File: config.mk
export PLATFORM = sky130hd
export DESIGN_NAME = lvsc_box
export DESIGN_NICKNAME = d
export VERILOG_FILES = /design/src/hdl/lvsc_pkg.sv /design/src/hdl/lvsc_box.sv
export SDC_FILE = /design/constraint.sdc
export NUM_CORES = 1
export LEC_CHECK = 0
export BUFFER_PORTS_ARGS = -buffer_cell sky130_fd_sc_hd__buf_2
export CAP_MARGIN = 20
export CORE_UTILIZATION = 50
export DETAILED_ROUTE_END_ITERATION = 10
export GPL_ROUTABILITY_DRIVEN = 0
export HOLD_SLACK_MARGIN = 0.02
export PLACE_DENSITY = 0.71
export SYNTH_ARGS = -nofsm -noshare
export SYNTH_HDL_FRONTEND = slang
export SYNTH_SLANG_ARGS = --single-unit
File: constraint.sdc
create_clock -name clk -period 6 [get_ports clk]
set_input_delay 0 -clock clk [delete_from_list [all_inputs] [get_ports clk]]
set_output_delay 0 -clock clk [all_outputs]
set_load 0.03 [all_outputs]
File: src/hdl/lvsc_pkg.sv
package lvsc_pkg;

    localparam int NORMAL_WIDTH = 16;
    localparam int NORMAL_FRAC  = 14;
    localparam int CFG_IDX_WIDTH = 3;
    localparam int AXES = 3;

    typedef logic [CFG_IDX_WIDTH-1:0] cfg_idx_t;

    localparam cfg_idx_t REG_LIGHT_X      = 3'd0;
    localparam cfg_idx_t REG_LIGHT_Y      = 3'd1;
    localparam cfg_idx_t REG_LIGHT_Z      = 3'd2;
    localparam cfg_idx_t REG_LIGHT2_X     = 3'd3;
    localparam cfg_idx_t REG_LIGHT2_Y     = 3'd4;
    localparam cfg_idx_t REG_LIGHT2_Z     = 3'd5;
    localparam cfg_idx_t REG_LIGHT_RADIUS = 3'd6;
    localparam cfg_idx_t REG_CAPSULE_MODE = 3'd7;

    typedef enum logic [1:0] {
        KIND_FACE  = 2'd0,
        KIND_GRID  = 2'd1,
        KIND_TRI   = 2'd2,
        KIND_OTHER = 2'd3
    } surf_kind_t;

    typedef logic signed [NORMAL_WIDTH-1:0] normal_t;

    typedef struct packed {
        logic load_b;
        logic capsule;
    } lvsc_ctrl_t;

endpackage

File: src/hdl/lvsc_box.sv
module lvsc_box #(
    parameter int CW = 32
) (
    input  logic                   clk,
    input  lvsc_pkg::lvsc_ctrl_t   ctrl,
    input  logic signed [CW-1:0]   c1     [lvsc_pkg::AXES],
    input  logic signed [CW-1:0]   c2     [lvsc_pkg::AXES],
    input  logic signed [CW-1:0]   lo     [lvsc_pkg::AXES],
    input  logic signed [CW-1:0]   hi     [lvsc_pkg::AXES],
    input  logic [CW-2:0]          radius,
    output logic                   culled
);
    import lvsc_pkg::*;

    localparam int EW = CW + 2;

    logic signed [EW-1:0] rext;
    logic [AXES-1:0] above1_reg, below1_reg, above2_reg, below2_reg;
    logic [AXES-1:0] axis_out;

    assign rext = EW'($signed({1'b0, radius}));

    for (genvar i = 0; i < AXES; i++)
    begin : g_axis
        always_ff @(posedge clk)
        begin
            if (ctrl.load_b)
            begin
                above1_reg[i] <= (EW'(c1[i]) - rext) > EW'(hi[i]);
                below1_reg[i] <= (EW'(c1[i]) + rext) < EW'(lo[i]);
                above2_reg[i] <= (EW'(c2[i]) - rext) > EW'(hi[i]);
                below2_reg[i] <= (EW'(c2[i]) + rext) < EW'(lo[i]);
            end
        end

        assign axis_out[i] = ctrl.capsule
            ? ((above1_reg[i] && above2_reg[i]) || (below1_reg[i] && below2_reg[i]))
            : (above1_reg[i] || below1_reg[i]);
    end

    assign culled = |axis_out;

endmodule

==> flow_summary.json <==
{
  "outcome": "completed",
  "synthDistinctLibCells": 92,
  "fin_area_um2": 31420,
  "overflow": 0,
  "dpl.hpwl_um": 93260,
  "critPathKind": "in -> reg",
  "clock-sinks": 12,
  "hold_end": "above1_reg[2]",
  "die_w_um": 241.8,
  "cts_resized": 0,
  "synthesis.area_um2": 28750,
  "startpoint_type": "input pin",
  "core_area_um2": 56600,
  "p_leak_nw": 15.97,
  "cts-root-buf": "clkbuf_16",
  "setup_violations": 0,
  "grt_pass1_vias": 29231,
  "die_h_um": 241.8,
  "post-cts-setup-buffers": 0,
  "vias": 31308,
  "numCtsBuffers": 3,
  "cp.arrival_ps": 5290,
  "htreeDepth": 1,
  "slew_violations": 0,
  "crit_path_end_kind": "flip-flop",
  "synth_cells": 3998,
  "power.density_nw_per_um2": 136.2,
  "ant_nets": 0,
  "startpoint": "radius[1]",
  "ys_seq_area_share_pct": 1.253,
  "antenna_found_initial": 11,
  "wl_um": 106100,
  "critical-path-slowest-cell": "a211oi_1",
  "rows": 87,
  "remaining_drc_errors": 0,
  "clkTransAtPathRegs_ps": 50,
  "area_growth_pct": 9.265,
  "relSlewSlack_pct": 39.36,
  "ys_seq_elements": 12,
  "grt_setup_unrepaired": "false",
  "nets": 5492,
  "viasPerCell": 6.179,
  "max_freq_mhz": 189.1,
  "critPathMaxFanout": 12,
  "place_area_um2": 31310,
  "wl_per_cell_um": 20.93,
  "synth_flop_cell": "edfxtp_1",
  "cts_tree": "done",
  "yosysWarningCount": 0,
  "synth_edf_count": 12,
  "grt_max_degree": 17,
  "grt_pass1_wl_um": 158700,
  "fin_crit_ps": 5289,
  "num_io_pins": 419,
  "syn_avg_cell_area_um2": 7.191,
  "hold_viol_final": 0,
  "critical_path.max_stage_delay_ps": 720,
  "portBuffers": 418,
  "dr.first_iter.drc_count": 3063,
  "period_share_pct": 88.14,
  "ys_async_sr_fraction_pct": 0,
  "clock_path_buffers": 2,
  "dr.pass1.iters": 6,
  "hold_start": "ctrl[1]",
  "maxCapViolations": 0,
  "synth_fp_nets": 5190,
  "track_usage_pct": 34.19,
  "cts_hold_buf": 0,
  "fin_setup_tns_ps": 0,
  "min_path_type": "in -> reg",
  "dieArea_um2": 58460,
  "vdd_drop_max_v": 0.00006878,
  "drive_gt1_share_pct": 10.91,
  "required_ps": 6000,
  "hold_depth": 1,
  "start_util_pct": 50.79,
  "cp_cell_sequence": "buf_2 > inv_1 > ha_1 > nand2b_1 > a21oi_1 > o21ai_0 > a211oi_1 > nand2_1 > o221ai_1 > o31ai_1 > mux2i_1 > nor4_1 > ha_1 > nand3_1 > nor2_1 > o21ai_0 > nor4_1 > o2111ai_1 > o211ai_1 > mux2i_1",
  "tightest_slew_ps": 899.8
}
-- logic make-up (layout without fill, tap and decap cells) --
| family | count (synthesis) | after routing | synth area share (%) |
|---|---|---|---|
| mux | 6 | 6 | 0.2132 |
| compound gates | 1311 | 1311 | 29.78 |
| xor+xnor | 332 | 332 | 10.11 |
| fa+ha+maj | 774 | 774 | 34.00 |
| flops | 12 | 12 | 1.253 |
| simple gates | 1004 | 1004 | 17.06 |
| other cells | 0 | 12 | 0 |
| buf+inv | 559 | 860 | 7.581 |
-- worst max-delay path by stage --
stage	end	slack, ps	cells past startpoint
after global placement	below2_reg[2]	740	20
after CTS	below2_reg[2]	950	20
after detailed placement	below2_reg[2]	700	20
after global routing	below2_reg[2]	490	20
after floorplan	above1_reg[2]	2010	18
final	below2_reg[2]	710	20
-- cells in the mapped netlist (19+ instances only) --
cell | n | share of area, %
nor3_1 | 73 | 1.3
inv_1 | 412 | 5.4
nor2b_1 | 69 | 1.5
nand4_1 | 76 | 1.7
o211ai_1 | 38 | 0.99
a211oi_1 | 44 | 1.1
ha_1 | 762 | 33
xnor2_1 | 285 | 8.7
a21oi_1 | 437 | 7.6
o21bai_1 | 93 | 2.4
a31oi_1 | 40 | 0.87
a221oi_1 | 19 | 0.58
clkbuf_1 | 107 | 1.4
o31ai_1 | 52 | 1.4
nand2b_1 | 58 | 1.3
nand2_1 | 159 | 2.1
o21a_1 | 38 | 0.99
nor2_1 | 358 | 4.7
o21ai_0 | 183 | 3.2
nand3_1 | 70 | 1.2
or3_1 | 25 | 0.54
a21o_1 | 181 | 4.7
xor2_1 | 47 | 1.4
nor4_1 | 38 | 0.83
and3_1 | 19 | 0.41
-- routing by layer --
metal	global-route usage (%)	share of wire, %
met1	44.59	42
met4	16.70	5.4
met3	3.263	8.3
met5	0	0.027
met2	56.15	44
-- layout make-up --
| cell class | count | area, µm² |
|---|---|---|
| inverter | 424 | 1592 |
| clock buffer | 3 | 75.07 |
| sequential | 12 | 360.3 |
| timing repair buffer | 432 | 2197 |
| tap | 756 | 945.9 |
| antenna | 12 | 30.03 |
| multi-input combinational | 3427 | 26210 |
| fill | 5649 | 25190 |
| clock inverter | 1 | 3.754 |
-- power by group --
part	internal (mW)	total, mW	switching [mW]
clock	0.0888	0.138	0.0490
sequential	0.114	0.127	0.0132
combinational	1.66	4.01	2.35
total	1.86	4.28	2.42
-- layout by cell type (no fill, tap or decap), types with 13 or more instances in the layout --
cell type	instances
xnor2_1	285
nor3_1	73
a2111oi_0	15
o21bai_1	93
o21a_1	38
o31a_1	14
or3_1	25
o21ai_0	183
or4_1	13
inv_1	412
a31oi_1	40
nand4_1	76
nor2_1	358
nand2_1	159
o211ai_1	38
nand3_1	70
buf_2	418
nor4_1	38
a221oi_1	19
o31ai_1	52
a21oi_1	437
xor2_1	47
and3_1	19
buf_4	14
ha_1	762
nand2b_1	58
a211oi_1	44
nor2b_1	69
a21o_1	181
-- stage by stage --
stage / util (%) / instances / power [mW] / hold WS [ps] / setup WS [ps]
floorplan: - / 3998 / 2.944 / 112.5 / 2007
global placement: 55.31 / 5051 / 3.981 / 458.2 / 744.3
detailed placement: 55.31 / 5051 / 4.023 / 464.2 / 703.0
CTS: 55.45 / 5055 / 4.186 / 197.8 / 949.3
global route: 55.48 / 5062 / 4.692 / 200.5 / 488.3
finish: 55.50 / 5067 / 4.277 / 212.8 / 711.4
-- critical path, delay by kind of cell --
| kind | cells | cell delay [ps] |
|---|---|---|
| AND/OR/NAND/NOR | 6 | 1430 |
| AO/OA/AOI/OAI | 8 | 2440 |
| adder cells (fa/ha/maj) | 2 | 570 |
| buffers and inverters | 2 | 590 |
| multiplexers | 2 | 260 |
Note: power is estimated with default switching activity, not from simulation.
